### src/pid_pkg.sv
// shared types and constants for the periodic image distance search
`default_nettype none
package pid_pkg;

    localparam int POS_W   = 21;
    localparam int LEN_W   = 16;
    localparam int COORD_W = 19;
    localparam int NUM_W   = 22;
    localparam int SQ_W    = 32;
    localparam int ROOT_W  = 16;
    localparam int CNT_W   = 6;
    localparam int IDX_W   = 2;

    localparam logic [CNT_W-1:0] MAX_IMAGES = 6'd63;

    localparam logic [IDX_W-1:0] REG_LATTICE_A = 2'd0;
    localparam logic [IDX_W-1:0] REG_LATTICE_B = 2'd1;
    localparam logic [IDX_W-1:0] REG_LATTICE_C = 2'd2;

    localparam logic [LEN_W-1:0] LATTICE_RESET = 16'd2560;

    typedef logic signed [COORD_W-1:0] coord_t;

    // remainder unit request and response
    typedef struct packed {
        logic                    start;
        logic signed [NUM_W-1:0] num;
        logic [LEN_W-1:0]        den;
    } rem_req_t;

    typedef struct packed {
        logic             done;
        logic [LEN_W-1:0] rem;
    } rem_rsp_t;

    // square root unit request and response
    typedef struct packed {
        logic            start;
        logic [SQ_W-1:0] value;
    } sqrt_req_t;

    typedef struct packed {
        logic              done;
        logic [ROOT_W-1:0] root;
    } sqrt_rsp_t;

endpackage
`default_nettype wire

### src/pid_rem.sv
// bit-serial floor remainder of a signed value by an unsigned length
`default_nettype none
module pid_rem (
    input  wire logic              clk,
    input  wire logic              rst_n,
    input  wire pid_pkg::rem_req_t req,
    output pid_pkg::rem_rsp_t      rsp
);

    logic                        busy_reg;
    logic                        done_reg;
    logic [4:0]                  cnt_reg;
    logic [pid_pkg::NUM_W-1:0]   mag_reg;
    logic [pid_pkg::LEN_W-1:0]   r_reg;
    logic [pid_pkg::LEN_W-1:0]   den_reg;
    logic                        neg_reg;
    logic [pid_pkg::LEN_W:0]     trial;
    logic [pid_pkg::LEN_W-1:0]   r_next;

    assign trial  = {r_reg, mag_reg[pid_pkg::NUM_W-1]};
    assign r_next = (trial >= {1'b0, den_reg}) ? pid_pkg::LEN_W'(trial - {1'b0, den_reg})
                                               : trial[pid_pkg::LEN_W-1:0];

    always_ff @(posedge clk or negedge rst_n)
    begin
        if (!rst_n)
        begin
            busy_reg <= 1'b0;
            done_reg <= 1'b0;
            cnt_reg  <= '0;
        end
        else
        begin
            done_reg <= 1'b0;
            if (req.start)
            begin
                busy_reg <= 1'b1;
                cnt_reg  <= 5'(pid_pkg::NUM_W - 1);
            end
            else if (busy_reg)
            begin
                cnt_reg <= cnt_reg - 5'd1;
                if (cnt_reg == 5'd0)
                begin
                    busy_reg <= 1'b0;
                    done_reg <= 1'b1;
                end
            end
        end
    end

    always_ff @(posedge clk)
    begin
        if (req.start)
        begin
            mag_reg <= req.num[pid_pkg::NUM_W-1] ? pid_pkg::NUM_W'(-req.num)
                                                 : pid_pkg::NUM_W'(req.num);
            neg_reg <= req.num[pid_pkg::NUM_W-1];
            den_reg <= req.den;
            r_reg   <= '0;
        end
        else if (busy_reg)
        begin
            r_reg   <= r_next;
            mag_reg <= {mag_reg[pid_pkg::NUM_W-2:0], 1'b0};
        end
    end

    // negative numerator folds back into [0, len)
    assign rsp.done = done_reg;
    assign rsp.rem  = (neg_reg && r_reg != '0) ? den_reg - r_reg : r_reg;

endmodule
`default_nettype wire

### src/pid_isqrt.sv
// digit-by-digit floored integer square root, one result bit per cycle
`default_nettype none
module pid_isqrt (
    input  wire logic               clk,
    input  wire logic               rst_n,
    input  wire pid_pkg::sqrt_req_t req,
    output pid_pkg::sqrt_rsp_t      rsp
);

    logic                         busy_reg;
    logic                         done_reg;
    logic [3:0]                   cnt_reg;
    logic [pid_pkg::SQ_W-1:0]     v_reg;
    logic [pid_pkg::ROOT_W:0]     rem_reg;
    logic [pid_pkg::ROOT_W-1:0]   root_reg;
    logic [pid_pkg::ROOT_W+2:0]   acc;
    logic [pid_pkg::ROOT_W+2:0]   trial;

    assign acc   = {rem_reg, v_reg[pid_pkg::SQ_W-1 -: 2]};
    assign trial = {1'b0, root_reg, 2'b01};

    always_ff @(posedge clk or negedge rst_n)
    begin
        if (!rst_n)
        begin
            busy_reg <= 1'b0;
            done_reg <= 1'b0;
            cnt_reg  <= '0;
        end
        else
        begin
            done_reg <= 1'b0;
            if (req.start)
            begin
                busy_reg <= 1'b1;
                cnt_reg  <= 4'(pid_pkg::ROOT_W - 1);
            end
            else if (busy_reg)
            begin
                cnt_reg <= cnt_reg - 4'd1;
                if (cnt_reg == 4'd0)
                begin
                    busy_reg <= 1'b0;
                    done_reg <= 1'b1;
                end
            end
        end
    end

    always_ff @(posedge clk)
    begin
        if (req.start)
        begin
            v_reg    <= req.value;
            rem_reg  <= '0;
            root_reg <= '0;
        end
        else if (busy_reg)
        begin
            v_reg <= {v_reg[pid_pkg::SQ_W-3:0], 2'b00};
            if (acc >= trial)
            begin
                rem_reg  <= (pid_pkg::ROOT_W+1)'(acc - trial);
                root_reg <= {root_reg[pid_pkg::ROOT_W-2:0], 1'b1};
            end
            else
            begin
                rem_reg  <= acc[pid_pkg::ROOT_W:0];
                root_reg <= {root_reg[pid_pkg::ROOT_W-2:0], 1'b0};
            end
        end
    end

    assign rsp.done = done_reg;
    assign rsp.root = root_reg;

endmodule
`default_nettype wire

### src/periodic_image_distances_unit.sv
// top level: sequencer walking periodic image shifts with shared remainder, sqrt and square units
//
//   channel  | handshake          | carries
//   ---------+--------------------+------------------------------------------------
//   input    | in_valid/in_ready  | two positions, cutoff_len, max_count
//   output   | out_valid/out_ready| image offsets and distance, then a status item
//   config   | cfg_write          | lattice_a/b/c by cfg_index, cfg_data
//
// setup takes 13 remainder passes.
// each a shift with room left costs a sqrt plus two remainder passes, each visited c shift
// a square and a compare, each emitted image a sqrt; total grows with the shift grid.
// in_ready is high only between queries; one query runs until its status item is taken.
// a stalled output holds the walk; reset returns the lattice lengths to 2560.
`default_nettype none
module periodic_image_distances_unit (
    input  wire logic                               clk,
    input  wire logic                               rst_n,
    input  wire logic                               cfg_write,
    input  wire logic [pid_pkg::IDX_W-1:0]          cfg_index,
    input  wire logic [pid_pkg::LEN_W-1:0]          cfg_data,
    input  wire logic                               in_valid,
    output logic                                    in_ready,
    input  wire logic signed [pid_pkg::POS_W-1:0]   first_a,
    input  wire logic signed [pid_pkg::POS_W-1:0]   first_b,
    input  wire logic signed [pid_pkg::POS_W-1:0]   first_c,
    input  wire logic signed [pid_pkg::POS_W-1:0]   second_a,
    input  wire logic signed [pid_pkg::POS_W-1:0]   second_b,
    input  wire logic signed [pid_pkg::POS_W-1:0]   second_c,
    input  wire logic [pid_pkg::LEN_W-1:0]          cutoff_len,
    input  wire logic [pid_pkg::CNT_W-1:0]          max_count,
    output logic                                    out_valid,
    input  wire logic                               out_ready,
    output logic                                    is_image,
    output logic signed [pid_pkg::COORD_W-1:0]      offset_a,
    output logic signed [pid_pkg::COORD_W-1:0]      offset_b,
    output logic signed [pid_pkg::COORD_W-1:0]      offset_c,
    output logic [pid_pkg::ROOT_W-1:0]              distance,
    output logic                                    limit_hit,
    output logic                                    last
);

    localparam logic [4:0] S_IDLE    = 5'd0;
    localparam logic [4:0] S_REM_GO  = 5'd1;
    localparam logic [4:0] S_REM_WT  = 5'd2;
    localparam logic [4:0] S_CHK     = 5'd3;
    localparam logic [4:0] S_MSQ1    = 5'd4;
    localparam logic [4:0] S_MSQ2    = 5'd5;
    localparam logic [4:0] S_A       = 5'd6;
    localparam logic [4:0] S_A2      = 5'd7;
    localparam logic [4:0] S_AS      = 5'd8;
    localparam logic [4:0] S_BL      = 5'd9;
    localparam logic [4:0] S_BLW     = 5'd10;
    localparam logic [4:0] S_BH      = 5'd11;
    localparam logic [4:0] S_BHW     = 5'd12;
    localparam logic [4:0] S_B       = 5'd13;
    localparam logic [4:0] S_B2      = 5'd14;
    localparam logic [4:0] S_C       = 5'd15;
    localparam logic [4:0] S_C2      = 5'd16;
    localparam logic [4:0] S_CS      = 5'd17;
    localparam logic [4:0] S_OUT     = 5'd18;
    localparam logic [4:0] S_SOUT    = 5'd19;

    logic [4:0] state_reg;
    logic [4:0] state_next;

    logic [pid_pkg::LEN_W-1:0]           lat_reg [3];
    logic [pid_pkg::LEN_W-1:0]           len [3];

    logic signed [pid_pkg::POS_W-1:0]    pos_f_reg [3];
    logic signed [pid_pkg::POS_W-1:0]    pos_s_reg [3];
    logic [pid_pkg::LEN_W-1:0]           cut_reg;
    logic [pid_pkg::CNT_W-1:0]           lim_reg;
    logic [pid_pkg::CNT_W-1:0]           cnt_reg;

    logic [1:0]                          ax_reg;
    logic [1:0]                          j_reg;
    logic [1:0]                          ax_idx;
    logic [pid_pkg::LEN_W-1:0]           tmp_reg;
    logic signed [pid_pkg::LEN_W:0]      d_reg [3];
    pid_pkg::coord_t                     rlo_reg [3];
    pid_pkg::coord_t                     rhi_reg [3];
    logic [pid_pkg::LEN_W-1:0]           rem0_reg;

    logic [pid_pkg::SQ_W-1:0]            cutsq_reg;
    logic [pid_pkg::SQ_W-1:0]            msq_reg;
    logic [pid_pkg::SQ_W-1:0]            asq_reg;
    logic [pid_pkg::SQ_W:0]              absq_reg;
    logic [pid_pkg::SQ_W-1:0]            prod_reg;
    logic [pid_pkg::ROOT_W-1:0]          s_reg;

    pid_pkg::coord_t                     ra_reg;
    pid_pkg::coord_t                     rb_reg;
    pid_pkg::coord_t                     rc_reg;
    pid_pkg::coord_t                     bhi_reg;

    logic                                out_img_reg;
    pid_pkg::coord_t                     out_a_reg;
    pid_pkg::coord_t                     out_b_reg;
    pid_pkg::coord_t                     out_c_reg;
    logic [pid_pkg::ROOT_W-1:0]          out_dist_reg;
    logic                                out_hit_reg;

    pid_pkg::coord_t                     mul_op;
    logic signed [2*pid_pkg::COORD_W-1:0] prod_full;
    pid_pkg::rem_req_t                   rem_req;
    pid_pkg::rem_rsp_t                   rem_rsp;
    pid_pkg::sqrt_req_t                  sqrt_req;
    pid_pkg::sqrt_rsp_t                  sqrt_rsp;

    pid_pkg::coord_t                     cut_c;
    pid_pkg::coord_t                     d_c;
    pid_pkg::coord_t                     d2_c;
    pid_pkg::coord_t                     d1_c;
    pid_pkg::coord_t                     s_c;
    pid_pkg::coord_t                     rem_c;
    pid_pkg::coord_t                     rem_sum;
    pid_pkg::coord_t                     cand1;
    pid_pkg::coord_t                     cand2;
    pid_pkg::coord_t                     cl1;
    pid_pkg::coord_t                     cl2;
    pid_pkg::coord_t                     blo_c;
    pid_pkg::coord_t                     bhi_c;
    logic signed [pid_pkg::SQ_W+2:0]     room;
    logic [pid_pkg::SQ_W+1:0]            tsum;
    logic                                load_img;
    logic                                load_stat;
    logic                                stat_hit;

    genvar g;
    generate
        for (g = 0; g < 3; g++)
        begin : g_len
            assign len[g] = (lat_reg[g] == '0) ? pid_pkg::LEN_W'(1) : lat_reg[g];
        end
    endgenerate

    // configuration registers
    always_ff @(posedge clk or negedge rst_n)
    begin
        if (!rst_n)
        begin
            lat_reg[0] <= pid_pkg::LATTICE_RESET;
            lat_reg[1] <= pid_pkg::LATTICE_RESET;
            lat_reg[2] <= pid_pkg::LATTICE_RESET;
        end
        else if (cfg_write)
        begin
            unique case (cfg_index)
                pid_pkg::REG_LATTICE_A: lat_reg[0] <= cfg_data;
                pid_pkg::REG_LATTICE_B: lat_reg[1] <= cfg_data;
                pid_pkg::REG_LATTICE_C: lat_reg[2] <= cfg_data;
                default: ;
            endcase
        end
    end

    assign ax_idx  = (ax_reg == 2'd3) ? 2'd2 : ax_reg;
    assign cut_c   = pid_pkg::coord_t'({3'b000, cut_reg});
    assign d_c     = pid_pkg::coord_t'(d_reg[ax_idx]);
    assign d1_c    = pid_pkg::coord_t'(d_reg[1]);
    assign d2_c    = pid_pkg::coord_t'(d_reg[2]);
    assign s_c     = pid_pkg::coord_t'({3'b000, s_reg});
    assign rem_c   = pid_pkg::coord_t'({3'b000, rem_rsp.rem});

    // nearest c offsets on either side of zero, clamped into the c range
    assign cand1 = -pid_pkg::coord_t'({3'b000, rem0_reg});
    assign cand2 = pid_pkg::coord_t'({3'b000, len[2]}) - pid_pkg::coord_t'({3'b000, rem0_reg});
    assign cl1   = (cand1 < rlo_reg[2]) ? rlo_reg[2] : ((cand1 > rhi_reg[2]) ? rhi_reg[2] : cand1);
    assign cl2   = (cand2 < rlo_reg[2]) ? rlo_reg[2] : ((cand2 > rhi_reg[2]) ? rhi_reg[2] : cand2);

    assign blo_c = ((rem_c - s_c) < rlo_reg[1]) ? rlo_reg[1] : (rem_c - s_c);
    assign bhi_c = ((s_c - rem_c) > rhi_reg[1]) ? rhi_reg[1] : (s_c - rem_c);

    assign room = $signed({3'b000, cutsq_reg}) - $signed({3'b000, prod_reg})
                - $signed({3'b000, msq_reg});
    assign tsum = {1'b0, absq_reg} + {2'b00, prod_reg};

    // shared squaring multiplier, registered
    assign prod_full = mul_op * mul_op;
    always_ff @(posedge clk)
    begin
        prod_reg <= prod_full[pid_pkg::SQ_W-1:0];
    end

    always_comb
    begin
        mul_op = cut_c;
        case (state_reg)
            S_CHK:  mul_op = cl1;
            S_MSQ1: mul_op = cl2;
            S_A:    mul_op = ra_reg;
            S_B:    mul_op = rb_reg;
            S_C:    mul_op = rc_reg;
            default: mul_op = cut_c;
        endcase
    end

    // remainder requests
    always_comb
    begin
        rem_req.start = 1'b0;
        rem_req.den   = len[ax_idx];
        rem_sum       = '0;
        rem_req.num   = '0;
        case (state_reg)
            S_REM_GO:
            begin
                rem_req.start = 1'b1;
                if (ax_reg == 2'd3)
                begin
                    rem_sum     = -d2_c;
                    rem_req.num = pid_pkg::NUM_W'(rem_sum);
                end
                else
                begin
                    case (j_reg)
                        2'd0: rem_req.num = pid_pkg::NUM_W'(pos_s_reg[ax_idx]);
                        2'd1: rem_req.num = pid_pkg::NUM_W'(pos_f_reg[ax_idx]);
                        2'd2:
                        begin
                            rem_sum     = cut_c + d_c;
                            rem_req.num = pid_pkg::NUM_W'(rem_sum);
                        end
                        default:
                        begin
                            rem_sum     = cut_c - d_c;
                            rem_req.num = pid_pkg::NUM_W'(rem_sum);
                        end
                    endcase
                end
            end
            S_BL:
            begin
                rem_req.start = 1'b1;
                rem_req.den   = len[1];
                rem_sum       = s_c + d1_c;
                rem_req.num   = pid_pkg::NUM_W'(rem_sum);
            end
            S_BH:
            begin
                rem_req.start = 1'b1;
                rem_req.den   = len[1];
                rem_sum       = s_c - d1_c;
                rem_req.num   = pid_pkg::NUM_W'(rem_sum);
            end
            default: ;
        endcase
    end

    always_comb
    begin
        sqrt_req.start = 1'b0;
        sqrt_req.value = '0;
        if (state_reg == S_A2 && room > 0)
        begin
            sqrt_req.start = 1'b1;
            sqrt_req.value = pid_pkg::SQ_W'(room - 1);
        end
        else if (state_reg == S_C2 && tsum < {2'b00, cutsq_reg})
        begin
            sqrt_req.start = 1'b1;
            sqrt_req.value = tsum[pid_pkg::SQ_W-1:0];
        end
    end

    pid_rem u_rem (
        .clk   (clk),
        .rst_n (rst_n),
        .req   (rem_req),
        .rsp   (rem_rsp)
    );

    pid_isqrt u_isqrt (
        .clk   (clk),
        .rst_n (rst_n),
        .req   (sqrt_req),
        .rsp   (sqrt_rsp)
    );

    // sequencer
    always_comb
    begin
        state_next = state_reg;
        load_img   = 1'b0;
        load_stat  = 1'b0;
        stat_hit   = 1'b0;
        unique case (state_reg)
            S_IDLE:   if (in_valid) state_next = S_REM_GO;
            S_REM_GO: state_next = S_REM_WT;
            S_REM_WT:
            begin
                if (rem_rsp.done)
                    state_next = (ax_reg == 2'd3) ? S_CHK : S_REM_GO;
            end
            S_CHK:
            begin
                if (rlo_reg[2] > rhi_reg[2])
                begin
                    load_stat  = 1'b1;
                    state_next = S_SOUT;
                end
                else
                    state_next = S_MSQ1;
            end
            S_MSQ1:   state_next = S_MSQ2;
            S_MSQ2:   state_next = S_A;
            S_A:
            begin
                if (ra_reg > rhi_reg[0])
                begin
                    load_stat  = 1'b1;
                    state_next = S_SOUT;
                end
                else
                    state_next = S_A2;
            end
            S_A2:     state_next = (room > 0) ? S_AS : S_A;
            S_AS:     if (sqrt_rsp.done) state_next = S_BL;
            S_BL:     state_next = S_BLW;
            S_BLW:    if (rem_rsp.done) state_next = S_BH;
            S_BH:     state_next = S_BHW;
            S_BHW:    if (rem_rsp.done) state_next = S_B;
            S_B:      state_next = (rb_reg > bhi_reg) ? S_A : S_B2;
            S_B2:     state_next = S_C;
            S_C:      state_next = (rc_reg > rhi_reg[2]) ? S_B : S_C2;
            S_C2:     state_next = (tsum < {2'b00, cutsq_reg}) ? S_CS : S_C;
            S_CS:
            begin
                if (sqrt_rsp.done)
                begin
                    load_img   = 1'b1;
                    state_next = S_OUT;
                end
            end
            S_OUT:
            begin
                if (out_ready)
                begin
                    if (cnt_reg == lim_reg)
                    begin
                        load_stat  = 1'b1;
                        stat_hit   = 1'b1;
                        state_next = S_SOUT;
                    end
                    else
                        state_next = S_C;
                end
            end
            S_SOUT:   if (out_ready) state_next = S_IDLE;
            default:  state_next = S_IDLE;
        endcase
    end

    always_ff @(posedge clk or negedge rst_n)
    begin
        if (!rst_n)
        begin
            state_reg <= S_IDLE;
            ax_reg    <= '0;
            j_reg     <= '0;
            cnt_reg   <= '0;
        end
        else
        begin
            state_reg <= state_next;
            if (state_reg == S_IDLE && in_valid)
            begin
                ax_reg  <= '0;
                j_reg   <= '0;
                cnt_reg <= '0;
            end
            else if (state_reg == S_REM_WT && rem_rsp.done && ax_reg != 2'd3)
            begin
                j_reg <= j_reg + 2'd1;
                if (j_reg == 2'd3)
                    ax_reg <= ax_reg + 2'd1;
            end
            if (load_img)
                cnt_reg <= cnt_reg + pid_pkg::CNT_W'(1);
        end
    end

    // datapath registers
    always_ff @(posedge clk)
    begin
        if (state_reg == S_IDLE && in_valid)
        begin
            pos_f_reg[0] <= first_a;
            pos_f_reg[1] <= first_b;
            pos_f_reg[2] <= first_c;
            pos_s_reg[0] <= second_a;
            pos_s_reg[1] <= second_b;
            pos_s_reg[2] <= second_c;
            cut_reg      <= cutoff_len;
            lim_reg      <= (max_count == '0) ? pid_pkg::CNT_W'(1)
                          : ((max_count > pid_pkg::MAX_IMAGES) ? pid_pkg::MAX_IMAGES : max_count);
        end

        if (state_reg == S_REM_WT && rem_rsp.done)
        begin
            if (ax_reg == 2'd3)
                rem0_reg <= rem_rsp.rem;
            else
            begin
                case (j_reg)
                    2'd0: tmp_reg <= rem_rsp.rem;
                    2'd1: d_reg[ax_idx] <= $signed({1'b0, tmp_reg}) - $signed({1'b0, rem_rsp.rem});
                    2'd2: rlo_reg[ax_idx] <= rem_c - cut_c;
                    default: rhi_reg[ax_idx] <= cut_c - rem_c;
                endcase
            end
        end

        case (state_reg)
            S_CHK:  cutsq_reg <= prod_reg;
            S_MSQ1: msq_reg <= prod_reg;
            S_MSQ2:
            begin
                if (prod_reg < msq_reg)
                    msq_reg <= prod_reg;
                ra_reg <= rlo_reg[0];
            end
            S_A2:
            begin
                asq_reg <= prod_reg;
                if (!(room > 0))
                    ra_reg <= ra_reg + pid_pkg::coord_t'({3'b000, len[0]});
            end
            S_AS:   if (sqrt_rsp.done) s_reg <= sqrt_rsp.root;
            S_BLW:  if (rem_rsp.done) rb_reg <= blo_c;
            S_BHW:  if (rem_rsp.done) bhi_reg <= bhi_c;
            S_B:
            begin
                if (rb_reg > bhi_reg)
                    ra_reg <= ra_reg + pid_pkg::coord_t'({3'b000, len[0]});
            end
            S_B2:
            begin
                absq_reg <= {1'b0, asq_reg} + {1'b0, prod_reg};
                rc_reg   <= rlo_reg[2];
            end
            S_C:
            begin
                if (rc_reg > rhi_reg[2])
                    rb_reg <= rb_reg + pid_pkg::coord_t'({3'b000, len[1]});
            end
            S_C2:
            begin
                if (!(tsum < {2'b00, cutsq_reg}))
                    rc_reg <= rc_reg + pid_pkg::coord_t'({3'b000, len[2]});
            end
            S_OUT:
            begin
                if (out_ready && cnt_reg != lim_reg)
                    rc_reg <= rc_reg + pid_pkg::coord_t'({3'b000, len[2]});
            end
            default: ;
        endcase

        if (load_img)
        begin
            out_img_reg  <= 1'b1;
            out_a_reg    <= ra_reg;
            out_b_reg    <= rb_reg;
            out_c_reg    <= rc_reg;
            out_dist_reg <= sqrt_rsp.root;
            out_hit_reg  <= 1'b0;
        end
        else if (load_stat)
        begin
            out_img_reg  <= 1'b0;
            out_a_reg    <= '0;
            out_b_reg    <= '0;
            out_c_reg    <= '0;
            out_dist_reg <= '0;
            out_hit_reg  <= stat_hit;
        end
    end

    assign in_ready  = (state_reg == S_IDLE);
    assign out_valid = (state_reg == S_OUT) || (state_reg == S_SOUT);
    assign is_image  = out_img_reg;
    assign offset_a  = out_a_reg;
    assign offset_b  = out_b_reg;
    assign offset_c  = out_c_reg;
    assign distance  = out_dist_reg;
    assign limit_hit = out_hit_reg;
    assign last      = !out_img_reg;

endmodule
`default_nettype wire

### config.mk
export PLATFORM = sky130hd
export DESIGN_NAME = periodic_image_distances_unit
export DESIGN_NICKNAME = d
export VERILOG_FILES = /design/src/pid_pkg.sv /design/src/pid_rem.sv /design/src/pid_isqrt.sv /design/src/periodic_image_distances_unit.sv
export SDC_FILE = /design/constraint.sdc
export NUM_CORES = 2
export LEC_CHECK = 0
export ABC_AREA = 1
export ABC_CLOCK_PERIOD_IN_PS = 12000
export BUFFER_PORTS_ARGS = -buffer_cell sky130_fd_sc_hd__buf_4
export CORE_UTILIZATION = 45
export CTS_CLUSTER_DIAMETER = 200
export DETAILED_ROUTE_END_ITERATION = 10
export SLEW_MARGIN = 25
export SYNTH_ARGS = -nofsm -noshare
export SYNTH_HDL_FRONTEND = slang
export SYNTH_SLANG_ARGS = --single-unit
export TNS_END_PERCENT = 20
### constraint.sdc
create_clock -name clk -period 12 [get_ports clk]
set_input_delay 2.4 -clock clk [delete_from_list [all_inputs] [get_ports clk]]
set_output_delay 2.4 -clock clk [all_outputs]
set_load 0.01 [all_outputs]
* After elaboration in Yosys (flattened, before gate mapping)
Memory sizes are Yosys's and may differ from the RTL's. Cells that the tools add are included.
Operators by class: reduce and logical (&&, ||, !) cells 45, add/subtract/negate cells 29, multipliers 1, equal/unequal tests 42, magnitude comparators 17, bitwise operators 2, mux-type cells 109
Operators by type and width (count):
- two-way mux 19 bit | 16
- two-way mux 16 bit | 10
- > comparator 19 bit | 6
- case mux 19 bit (3 select lines) | 2
- subtractor 16 x 16 -> 17 bit | 6
- case mux 5 bit (20 select lines) | 1
- two-way mux 32 bit | 3
- case mux 19 bit (5 select lines) | 1
- two-way mux 22 bit | 4
- two-way mux 5 bit | 15
- case mux 23 bit (3 select lines) | 1
- two-way mux 33 bit | 2
- case mux 22 bit (3 select lines) | 1
- case mux 32 bit (2 select lines) | 1
- adder 19 x 17 -> 19 bit | 3
- zero test 16 bit | 3
- == test 5 x 4 -> 1 bit (second input constant) | 8
- less-than comparator 19 bit | 2
- case mux 19 bit (2 select lines) | 1
- adder 17 x 17 -> 18 bit | 2
- subtractor 17 x 17 -> 18 bit | 2
- adder 33 x 32 -> 34 bit | 1
- > comparator 34 x 1 -> 1 bit (second input constant) | 1
- less-than comparator 34 x 32 -> 1 bit | 1
- other kinds (55) | 152
Word-level totals: word-level logic and storage cells 291, register bits 578, memories 5, memory bits (writable) 291, input bits 171
Memory list:
- pos_f_reg | depth 3, width 21, read ports 1, clocked after memory_dff 0, wr ports 3, line periodic_image_distances_unit.sv:69 | logic signed [pid_pkg::POS_W-1:0] pos_f_reg [3];
- pos_s_reg | depth 3, width 21, read ports 1, clocked after memory_dff 0, wr ports 3, line periodic_image_distances_unit.sv:70 | logic signed [pid_pkg::POS_W-1:0] pos_s_reg [3];
- rhi_reg | depth 3, width 19, read ports 3, clocked after memory_dff 0, wr ports 1, line periodic_image_distances_unit.sv:81 | pid_pkg::coord_t rhi_reg [3];
- rlo_reg | depth 3, width 19, read ports 3, clocked after memory_dff 0, wr ports 1, line periodic_image_distances_unit.sv:80 | pid_pkg::coord_t rlo_reg [3];
- d_reg | depth 3, width 17, read ports 3, clocked after memory_dff 0, wr ports 1, line periodic_image_distances_unit.sv:79 | logic signed [pid_pkg::LEN_W:0] d_reg [3];

* Longest topological paths before layout
An unclocked memory read counts as a cell.
depth after elaboration 10, mapped depth 58, depth with buffers taken out 57

* Modules after synthesis
Synthesis repeated with hierarchy kept, for this count alone.
Unflattened totals: cell total of the unflattened synthesis 9034, area total of the unflattened synthesis 73028.8 um2
Modules (own cells, without submodules):
- periodic_image_distances_unit | instances 1, cells each 7730, area an instance 63744.9 um2, seq. area each 20922.6 um2
- pid_rem | instances 1, cells each 751, area an instance 5187.5 um2, seq. area each 1666.6 um2
- pid_isqrt | instances 1, cells each 553, area an instance 4096.4 um2, seq. area each 1771.7 um2

* Worst setup path after synthesis
Ideal clock, no wire load.
path kind register -> register, from register lat_reg[2] (netlist bit), to register prod_reg[29] (netlist bit), stages on the path, launching flop included 52, setup time 0.123 ns, required time 11.877 ns, arrival 9.900 ns, slack 1.977 ns, cell sequence dfrtp_1 inv_1 nand2_1 nor4_1 a21oi_1 ha_1 fa_1 nor4_1 nor2_1 o21ai_0 nand2_1 nand2_1 a21boi_0 xor2_1 inv_1 ha_1 a21oi_1 o21a_1 [16 not listed] inv_1 fa_1 inv_1 fa_1 inv_1 fa_1 ha_1 ha_1 nand2_1 o21ai_0 inv_1 nor2_1 nor2_1 o21bai_1 a21boi_0 o21ai_0 a21oi_1 xor2_1
On the way: cells in the longest elaborated chain, start to end 8, elaborated cells on any way between the ends 9, classes of those cells 1 x add/sub; 1 x mul; 2 x order compare; 4 x mux; 1 x reduce/logical
RTL lines:
- start, declared | line periodic_image_distances_unit.sv:66 | logic [pid_pkg::LEN_W-1:0] lat_reg [3];
- zero test 16 bit | line periodic_image_distances_unit.sv:133 | assign len[g] = (lat_reg[g] == '0) ? pid_pkg::LEN_W'(1) : lat_reg[g];
- two-way mux 16 bit (*) | line periodic_image_distances_unit.sv:133
- subtractor 16 x 16 -> 17 bit (*) | line periodic_image_distances_unit.sv:167 | assign cand2 = pid_pkg::coord_t'({3'b000, len[2]}) - pid_pkg::coord_t'({3'b000, rem0_reg});
- > comparator 17 x 19 -> 1 bit | line periodic_image_distances_unit.sv:169 | assign cl2 = (cand2 < rlo_reg[2]) ? rlo_reg[2] : ((cand2 > rhi_reg[2]) ? rhi_reg[2] : cand2);
- two-way mux 19 bit | line periodic_image_distances_unit.sv:169
- two-way mux 19 bit (*) | line periodic_image_distances_unit.sv:169
- case mux 19 bit (5 select lines) (*) | line periodic_image_distances_unit.sv:188 | case (state_reg)
- multiplier 19 x 19 -> 32 bit (*) | line periodic_image_distances_unit.sv:179 | assign prod_full = mul_op * mul_op;
- net prod_full, one bit | line periodic_image_distances_unit.sv:104 | logic signed [2*pid_pkg::COORD_W-1:0] prod_full;
- end signal, assigned | line periodic_image_distances_unit.sv:182 | prod_reg <= prod_full[pid_pkg::SQ_W-1:0];
- end, declared | line periodic_image_distances_unit.sv:88 | logic [pid_pkg::SQ_W-1:0] prod_reg;
The timed path passes the listed nets; every way through them passes the cells marked *. A chain may end at the register's enable or synchronous reset.

* Worst setup path after layout
from register lat_reg[8] (netlist bit), to register prod_reg[29] (netlist bit)
Same word-level chain as after synthesis.

==> summary.txt <==
Run status
  – Status: complete, no violations

Timing
  – RSZ-0062 raised after global routing: false
  – Hold violation count in the final report: 0
  – Max Clock Freq: 0.0894 GHz
  – Worst slew margin relative to its limit: 0.235
  – Final TNS setup: 0 ns
  – Slew at the pin closest to its max-slew limit: 1.14 ns
  – Share of the cycle needed by the critical path after routing: 0.933
  – Max-slew violations: 0
  – Worst clock skew: 0.0850 ns
  – Min Tclk post-route: 11.19 ns
  – Final number of setup-violating endpoints: 0

Clocking
  – Num Clock Sinks: 851
  – Number of buffers created by CTS: 102
  – Setup bufs post-CTS: 0
  – TritonCTS clock tree: built
  – Gates resized, CTS repair: 0
  – CTS root buf: sky130_fd_sc_hd__clkbuf_16
  – H-tree depth reported by CTS: 3
  – Later-pin clock latency in the skew report: 0.76 ns
  – Deepest clock path buffer count: 3
  – Worst-path clk slew: 0.06 ns
  – Hold Buf Count CTS: 0

Worst hold path
  – Worst Hold Class: flop to flop

GRT
  – Maximum number of pins on one net before global-route repair: 150
  – GR Overflow Total: 0
  – Antenna violations before repair: 12
  – Via count of the first global-routing pass: 60700
  – First-pass GRT wire length: 392 mm
  – Total Routing Usage GR: 0.327

Critical path
  – Type of origin of the critical path: flop
  – Worst path max stage delay: 0.53 ns
  – Arrival @ worst endpoint: 11.79 ns
  – Most Frequent Cell on Critical Path: sky130_fd_sc_hd__inv_1
  – Required time of the critical path: 12.59 ns
  – Maximum fanout along the worst path: 19
  – Critical-path cell with the highest stage delay: sky130_fd_sc_hd__fa_1
  – Category of the most critical setup path: flop to flop
  – Crit path capture type: flop

Yosys
  – Mapped Nets: 10000
  – Post-synthesis share of cell area spent on full adders, half adders and majority gates: 0.213
  – Post-synth ARST share: 0.0893
  – Top-count cell post-synth: sky130_fd_sc_hd__nand2_1
  – Number of enable-type register cells in the synthesized netlist: 693
  – Mux contribution to synthesized area: 0
  – Cell Area, Synth: 71900 sq um
  – Yosys warning total: 0
  – Dominant combinational cell family by area after synthesis: adder cells
  – Number of register bits inferred by synthesis: 851
  – List of most frequent post-synthesis cells: sky130_fd_sc_hd__nand2_1 (1831), sky130_fd_sc_hd__inv_1 (1408), sky130_fd_sc_hd__ha_1 (740), sky130_fd_sc_hd__nor2_1 (717), sky130_fd_sc_hd__edfxtp_1 (693)
  – Post-synthesis cell count: 8811
  – Most used flip-flop cell after synthesis: sky130_fd_sc_hd__edfxtp_1
  – Library cell with the largest summed area after synthesis: sky130_fd_sc_hd__edfxtp_1
  – Synth Area in XOR/XNOR: 0.0427
  – Portion of synthesized cell area occupied by the leading cell type: 0.289
  – Post-Synthesis Mean Instance Area: 8.16 sq um
  – Distinct cells, synth: 78
  – Simple logic cell fraction of the synthesized area: 0.191
  – Post-synthesis sequential area ratio: 0.339
  – Largest cells by area after synthesis: sky130_fd_sc_hd__edfxtp_1 (29%), sky130_fd_sc_hd__ha_1 (13%), sky130_fd_sc_hd__nand2_1 (9.6%), sky130_fd_sc_hd__fa_1 (8.5%), sky130_fd_sc_hd__inv_1 (7.3%)
  – Synthesized-area fraction occupied by ao, oa, aoi and oai cells: 0.124

Die
  – Die footprint: 161000 sq um
  – Die W: 402 um
  – Core region area: 159000 sq um
  – Initial Utilization: 0.454
  – Height of the chip: 402 um
  – I/O pin cnt: 249
  – Cell row count: 146

Route
  – Detailed Routing Iterations Pass 1: 7
  – Post-detailed-route DRC marker count: 0
  – WL/cell: 24.0 um
  – Detail-routed via count per cell: 5.60
  – Routed wire length: 268 mm
  – Count of routing violations after the opening detailed-route iteration: 6145
  – Antenna-violating nets left: 0
  – Total vias in the final route: 62700

Final layout
  – Utilization after layout: 0.504
  – Area growth from synthesis to layout: 11.2%
  – Fraction of layout cells with a size suffix above 1: 0.0727
  – Fin nets: 10200
  – Post-route cell area: 80000 sq um

Placement
  – Port-buffer cells: 248
  – Gp weighted congestion: 1.03
  – Final HPWL from detailed placement: 222 mm
  – Standard cell area after detailed placement: 76300 sq um

Job
  – Number of max-cap violations: 0
layout make-up:
class | count | area, sq um
repair buffers | 366 | 2790
flip-flops and latches | 851 | 24400
fillers | 15400 | 78600
diodes | 3 | 7.51
clock inverters | 71 | 823
inverters | 1436 | 5400
clock buffers | 121 | 2750
well taps | 2072 | 2590
multi-input cells | 6276 | 41300
routing by layer:
layer | routed length, um | GRT usage
met1 | 119000 | 0.459
met2 | 120000 | 0.518
met3 | 19000 | 0.0449
met4 | 10400 | 0.114
met5 | 20 | 0
metrics by stage:
step	instances	setup slack, ns	hold slack [ns]
global placement	11000	0.565	0.438
global route	11200	0.00592	0.470
CTS	11200	0.422	0.461
finish	11200	0.809	0.458
detailed placement	11000	0.513	0.446
floorplan	8811	1.98	0.425
final timing paths:
kind,to,depth (start not counted),slack [ns],from
max in group asynchronous,lat_reg[10],2,9.23,rst_n
min in group asynchronous,cnt_reg[4],1,1.65,rst_n
worst max-delay path,prod_reg[29],51,0.81,lat_reg[8]
worst max register to register,prod_reg[29],51,0.81,lat_reg[8]
worst min register to register,s_reg[15],0,0.46,u_isqrt.root_reg[15]
worst min-delay path,s_reg[15],0,0.46,u_isqrt.root_reg[15]
cell families after synthesis:
kind of cell    after synthesis
buf+inv                    1684
fa+ha+maj                  1044
xor+xnor                    346
compound gates             1585
simple gates               3301
flops                       851
critical path: cells and delay by family (launching register included):
kind	cells	cell delay (ns)
flip-flops	1	0.43
AO/OA/AOI/OAI	10	1.89
adder cells (fa/ha/maj)	11	4.59
buffers and inverters	10	1.03
AND/OR/NAND/NOR	18	2.60
XOR/XNOR	2	0.46
cell usage in the layout (no fill, tap or decap), drive strengths merged, types with 25 or more instances in the layout:
master and instances:
nand2 1845, inv 1431, ha 740, nor2 737
edfxtp 693, a21oi 643, o21ai 575, nand3 411
buf 366, fa 304, xor2 233, nand4 141
clkbuf 121, xnor2 113, nor3 85, dfxtp 82
o211ai 78, dfrtp 70, clkinv 52, nor4 40
o22ai 39, o21bai 37, a21o 32, a31oi 31
o21a 25
Power is left out: the tool's default activity adds up to more than one toggle a clock period on the data nets, which glitch-free logic cannot reach.
